`config.mk`:
```
export PLATFORM = sky130hd
export DESIGN_NAME = imhq_ctrl
export DESIGN_NICKNAME = d
export VERILOG_FILES = /design/src/hw/rtl/imhq_pkg.sv /design/src/hw/rtl/imhq_ctrl.sv
export SDC_FILE = /design/constraint.sdc
export NUM_CORES = 1
export LEC_CHECK = 0
export BUFFER_PORTS_ARGS = -buffer_cell sky130_fd_sc_hd__clkbuf_2
export CAP_MARGIN = 20
export CORE_AREA = 2 2 39 41
export DETAILED_ROUTE_END_ITERATION = 12
export DIE_AREA = 0 0 41 43
export MAX_ROUTING_LAYER = met4
export PLACE_DENSITY = 0.73
export SLEW_MARGIN = 20
export SYNTH_ARGS = -nofsm -noshare
export SYNTH_HDL_FRONTEND = slang
export SYNTH_SLANG_ARGS = --single-unit
```
`constraint.sdc`:
```
create_clock -name clk_i -period 1.8 [get_ports clk_i]
set_input_delay 0.27 -clock clk_i [delete_from_list [all_inputs] [get_ports clk_i]]
set_output_delay 0.27 -clock clk_i [all_outputs]
set_load 0.03 [all_outputs]
```
`src/hw/rtl/imhq_pkg.sv`:
```
`timescale 1ns / 1ps
// ----------------------------------------------------------------------------
// imhq_pkg
// Shared types and constants of the indexed min-heap queue.
// ----------------------------------------------------------------------------
package imhq_pkg;

  // Fixed field widths of the request and result ports.
  localparam int unsigned VID_W    = 10;
  localparam int unsigned KEY_W    = 32;
  localparam int unsigned KIND_W   = 2;
  localparam int unsigned STATUS_W = 3;
  localparam int unsigned OCC_W    = 11;
  // Vertex ids span the whole id field.
  localparam int unsigned NUM_IDS  = 1 << VID_W;

  // Request kinds.
  localparam logic [KIND_W-1:0] KIND_INSERT = 2'd0;
  localparam logic [KIND_W-1:0] KIND_UPDATE = 2'd1;
  localparam logic [KIND_W-1:0] KIND_POP    = 2'd2;

  // Result status codes.
  localparam logic [STATUS_W-1:0] ST_OK     = 3'd0;
  localparam logic [STATUS_W-1:0] ST_EMPTY  = 3'd1;
  localparam logic [STATUS_W-1:0] ST_FULL   = 3'd2;
  localparam logic [STATUS_W-1:0] ST_ABSENT = 3'd3;
  localparam logic [STATUS_W-1:0] ST_DUP    = 3'd4;

  // Controller states.
  typedef enum logic [3:0] {
    S_CLEAR,
    S_IDLE,
    S_LOOK,
    S_UPD,
    S_POP1,
    S_POP2,
    S_UP_RD,
    S_UP_CMP,
    S_DN_RD,
    S_DN_RDR,
    S_DN_CMP
  } ctl_state_e;

  // Datapath commands, one per cycle.
  typedef enum logic [3:0] {
    OP_NONE,
    OP_CLEAR,
    OP_ACCEPT,
    OP_REJECT,
    OP_INS_SETUP,
    OP_UPD_READ,
    OP_UPD_LOAD,
    OP_POP_READ_TOP,
    OP_POP_ONLY,
    OP_POP_TAKE,
    OP_POP_LOAD,
    OP_UP_READ,
    OP_UP_SWAP,
    OP_DN_READ_L,
    OP_DN_READ_R,
    OP_DN_SWAP
  } dp_op_e;

  // Status from the datapath to the controller.
  typedef struct packed {
    logic clear_done;
    logic reject;
    logic is_insert;
    logic is_update;
    logic upd_up;
    logic pop_last;
    logic at_root;
    logic up_swap;
    logic dn_leaf;
    logic dn_swap;
  } dp_flags_t;

endpackage

```
`src/hw/rtl/imhq_ctrl.sv`:
```
`timescale 1ns / 1ps
// ----------------------------------------------------------------------------
// imhq_ctrl
// Sequencer of the heap queue: clears the position store after reset, then
// steps each request through lookup, sift-up or sift-down.
// ----------------------------------------------------------------------------
module imhq_ctrl (
  input  logic                clk_i,
  input  logic                rst_ni,
  input  logic                start,
  output logic                busy,
  input  imhq_pkg::dp_flags_t flags_i,
  output imhq_pkg::dp_op_e    op_o,
  output logic                place_o
);
  import imhq_pkg::*;

  ctl_state_e state_q, state_d;

  // State register.
  always_ff @(posedge clk_i or negedge rst_ni) begin
    if (!rst_ni) begin
      state_q <= S_CLEAR;
    end else begin
      state_q <= state_d;
    end
  end

  // Next state.
  always_comb begin
    state_d = state_q;
    case (state_q)
      S_CLEAR: begin
        if (flags_i.clear_done) state_d = S_IDLE;
      end
      S_IDLE: begin
        if (start) state_d = S_LOOK;
      end
      S_LOOK: begin
        if (flags_i.reject)         state_d = S_IDLE;
        else if (flags_i.is_insert) state_d = S_UP_RD;
        else if (flags_i.is_update) state_d = S_UPD;
        else                        state_d = S_POP1;
      end
      S_UPD: begin
        state_d = flags_i.upd_up ? S_UP_RD : S_DN_RD;
      end
      S_POP1: begin
        state_d = flags_i.pop_last ? S_IDLE : S_POP2;
      end
      S_POP2:   state_d = S_DN_RD;
      S_UP_RD: begin
        state_d = flags_i.at_root ? S_IDLE : S_UP_CMP;
      end
      S_UP_CMP: begin
        state_d = flags_i.up_swap ? S_UP_RD : S_IDLE;
      end
      S_DN_RD: begin
        state_d = flags_i.dn_leaf ? S_IDLE : S_DN_RDR;
      end
      S_DN_RDR: state_d = S_DN_CMP;
      S_DN_CMP: begin
        state_d = flags_i.dn_swap ? S_DN_RD : S_IDLE;
      end
      default:  state_d = S_CLEAR;
    endcase
  end

  // Commands to the datapath.
  always_comb begin
    op_o    = OP_NONE;
    place_o = 1'b0;
    case (state_q)
      S_CLEAR: op_o = OP_CLEAR;
      S_IDLE: begin
        if (start) op_o = OP_ACCEPT;
      end
      S_LOOK: begin
        if (flags_i.reject)         op_o = OP_REJECT;
        else if (flags_i.is_insert) op_o = OP_INS_SETUP;
        else if (flags_i.is_update) op_o = OP_UPD_READ;
        else                        op_o = OP_POP_READ_TOP;
      end
      S_UPD:  op_o = OP_UPD_LOAD;
      S_POP1: op_o = flags_i.pop_last ? OP_POP_ONLY : OP_POP_TAKE;
      S_POP2: op_o = OP_POP_LOAD;
      S_UP_RD: begin
        if (flags_i.at_root) place_o = 1'b1;
        else                 op_o    = OP_UP_READ;
      end
      S_UP_CMP: begin
        if (flags_i.up_swap) op_o    = OP_UP_SWAP;
        else                 place_o = 1'b1;
      end
      S_DN_RD: begin
        if (flags_i.dn_leaf) place_o = 1'b1;
        else                 op_o    = OP_DN_READ_L;
      end
      S_DN_RDR: op_o = OP_DN_READ_R;
      S_DN_CMP: begin
        if (flags_i.dn_swap) op_o    = OP_DN_SWAP;
        else                 place_o = 1'b1;
      end
      default: op_o = OP_NONE;
    endcase
  end

  assign busy = (state_q != S_IDLE);

endmodule

```
; ---- Word-level counts from Yosys, hierarchy flattened
; Cells that the tools add are included.
[word_totals]
out_inout_bits = 6
regBits = 4
[op_classes]
mux = 27
reduce_logical = 2
eq_ne = 13
[ops]
columns = op, count
row1 = $pmux 4 s11, 2
row2 = $mux 4, 9
row3 = $mux 3, 7
row4 = $eq 4x3->1 const B, 4
row5 = $eq 4x4->1 const B, 3
row6 = $eq 4x2->1 const B, 2
row7 = $mux 2, 3
row8 = $mux 1, 5
row9 = $eq 4x1->1 const B, 1
row10 = $logic_not 4->1, 1
row11 = $ne 2x2->1 const B, 2
row12 = $ne 4x1->1 const B, 1
row13 = $pmux 1 s4, 1
row14 = $reduce_and 2->1, 1

; ---- Depth between registers and ports, before layout
[logic_depth]
word_depth = 4
mapped_depth = 6
mapped_depth_nobuf = 4

; ---- Least setup slack after synthesis
; No wires, ideal clock.
[synth_path]
kind = register to output
from = register state_q[0]
to = output port op_o[2]
slack_ns = -0.188
required_time_ns = 1.530
path_stages_with_launch = 5
t_arrival_ns = 1.718
cell_sequence = dfrtp_1 buf_6 nand2b_1 a32o_1 o31ai_1
[synth_between]
elab_chain_len = 2
word_cells_on_any_way = 12
[synth_rtl]
columns = item, line
row1 = "start, declared", imhq_ctrl.sv:18  ; ctl_state_e state_q, state_d;
row2 = "start signal, assigned", imhq_ctrl.sv:25  ; state_q <= state_d;
row3 = $eq 4x4->1 (tied with other cells), imhq_ctrl.sv:73  ; case (state_q)
row4 = $pmux 4 s11 *, imhq_ctrl.sv:73
row5 = "end, declared", imhq_ctrl.sv:13  ; output imhq_pkg::dp_op_e op_o,
; Every way passes the cells marked *; elsewhere a longest branch is shown, timed or not.

; ---- Worst setup path in the final report
[layout_path]
from = register state_q[2]
to = output port op_o[0]
; Same word-level chain as after synthesis.

==> reports/metrics.yaml <==
min_from: "start"
clock-sinks: 4
pwr-share-comb: 0.820
critPathKind: "reg -> out"
syn_area_um2: 583
first_pass_iters: 4
die_area_um2: 1760
r2r_end: "state_q[0]"
cp_max_fo: 4
core_um2: 1380
top_register: "state_q"
path_buf_inv: 1
cellLeakagePower_nw: 0.402
place_area_um2: 718
rr_startpoint: "state_q[3]"
clkPwrFrac: 0.061
critPathLaunch: "state_q[2]"
netlist_instances: 74
fin_skew_ns: 0.00381
io_buffers: 18
hp-class: "in -> reg"
cts_tree: "built"
yosys_warnings: 0
worst_slack_ns: -0.0575
clockBufferDepth: 2
reg_top3: "state_q x4"
cp-end-kind: "output pin"
synth-edff-count: 0
cts_root_buffer: "clkbuf_4"
slew_headroom: 0.810
min_period_ns: 1.86
r2r_slack_ns: 0.25
synth.distinct_cells: 38
power.internal_mw: 0.924
drtAntennaViolNets: 0
p_sw_frac: 0.488
crit_arrival_ns: 1.59
overflow: 0
htree_levels: 1
timing.final.crit_share: 1.03
grt_pass1_wl_um: 2650
drc: 0
rsz0062_at_grt: "yes"
violations: "setup timing"
final_core_util: 0.649
required_ns: 1.53
synthArstFlopShare: 1.00
finalHoldViolations: 0
power.density_nw_per_um2: 2010
num_rows: 14
track_usage: 0.222
synth_ff_type: "dfrtp_1"
drt_wl_total_um: 1940
nets: 123
crit_family: "simple AND/OR/NAND/NOR gates"
grt_max_degree: 12
ioPinCount: 19
syn_avg_cell_area_um2: 7.88
vias: 729
drv_slew: 0
antenna_found_initial: 0
cap_violations: 0
seq_area_um2: 104
crit_chain: "nand2b_4 > or3_1 > a21o_1 > nand2_1 > buf_8"
startpoint_type: "register"
drive_gt1_frac: 0.528
status: "finished, violations left"
grt_pass1_vias: 670
critPathSlowestCell: "dfrtp_1"
hpwl_um: 1190
syn2layout_area_growth_pct: 54.1
routedWlPerCell_um: 15.6
place.gp.congestion: 0.813
cts_buffers: 3
pre_cts_ws_ns: 0.0700
fin_area_um2: 898
n_fill_cell: 121
min_to: "state_q[0]"
largest_reg_flops: 4
seq_power_share: 0.119
fp.dieW_um: 41
vdd_ir_drop_max_mv: 1.20
worst_pin_slew_ns: 0.282
r2r_cells: 6
initialDrtViolationCount: 21
power.switching_mw: 0.880
synth-seq-area-share: 0.172
initial_utilization: 0.421
setup_violations: 3
critPathMaxStageDelay_ns: 0.42
die_h_um: 43
fmax_ghz: 0.538
whs_path_depth: 2
clk_latency_ns: 0.24
via_per_inst: 5.88
multiInputGateArea_um2: 463
clk_pin_slew_ns: 0.04
path_depth: 5
synth_seq_cells: 4
num_antenna_cells: 0
syn_nets: 87
## what timing repair did
item | CTS | global route
setup buffers | 5 | 4
pin swaps | 3 | 5
setup endpoints to repair | 5 | 5
hold buffers | 1 | 0
hold endpoints to repair | 4 | 0
resized for setup | 13 | 22
cloned | 0 | 0
## logic make-up after synthesis
kind of cell           Yosys count  share of synthesized area
AND/OR/NAND/NOR                 30                      0.328
AO/OA/AOI/OAI                   28                      0.343
buffers and inverters           10                      0.120
flip-flops                       4                      0.172
multiplexers                     2                     0.0365
## layer usage
layer  global-route usage  vias to the layer above  share of wire
met2                0.359                       25           0.53
met1                0.253                      350           0.41
li1                     -                      350              -
met4               0.0933                        0          0.017
met5                    -                        -              0
met3               0.0419                        4          0.042
## Yosys cell counts, types with 2 or more instances
master | count | area [um2]
inv_1 | 2 | 7.51
inv_2 | 2 | 7.51
nor2_1 | 7 | 26.3
nand3b_1 | 2 | 15.0
buf_6 | 4 | 45.0
nand3_1 | 3 | 15.0
a32oi_1 | 2 | 17.5
o21ai_0 | 4 | 20.0
o31ai_1 | 2 | 15.0
nand2_1 | 3 | 11.3
a21oi_1 | 8 | 40.0
o21ai_1 | 2 | 10.0
dfrtp_1 | 4 | 100
nor2b_1 | 3 | 18.8
nand2b_1 | 3 | 18.8
## cell type report
cell class	count	area share
tap	16	0.0223
multi-input combinational	60	0.515
inverter	4	0.0167
timing repair buffer	37	0.305
clock buffer	3	0.0251
sequential	4	0.116
## power groups by stage
stage	logic [mW]	registers, mW	clock network (mW)
5_1_grt	1.57	0.220	0.121
4_1_cts	1.30	0.200	0.113
2_1_floorplan	0.870	0.185	0
3_3_place_gp	1.09	0.211	0
6_report	1.48	0.215	0.110
3_5_place_dp	1.10	0.215	0
## metrics by stage
step                      hold slack, ns  setup TNS, ns  power (mW)  cells
after floorplan                  -0.0256              0        1.05     74
after global placement            0.0767              0        1.30    112
after detailed placement          0.0793              0        1.31    112
after CTS                          0.278        -0.0194        1.61    121
after global routing               0.281         -0.401        1.91    124
final                              0.277         -0.142        1.80    124
## layout by cell type (no fill, tap or decap), types with 2 or more instances in the layout
cell type,synthesis,final
inv_2,2,2
a32oi_1,2,2
clkbuf_2,1,13
nand3_1,3,2
nand2_1,3,3
nand3b_1,2,2
buf_6,4,3
dfrtp_2,0,3
a21oi_1,8,8
buf_8,0,2
o21ai_1,2,5
nand2b_1,3,3
inv_1,2,2
buf_4,0,18
nor2b_1,3,2
nor2_1,7,6
clkbuf_4,0,3
## how the worst max path moves through the flow
stage | endpoint | slack, ns
after floorplan | op_o[2] | 0.05
after global placement | op_o[1] | 0.14
after detailed placement | op_o[2] | 0.07
after CTS | op_o[0] | -0.02
after global routing | op_o[0] | -0.12
final | op_o[0] | -0.06
No activity file was read; power rests on OpenSTA's default activity.
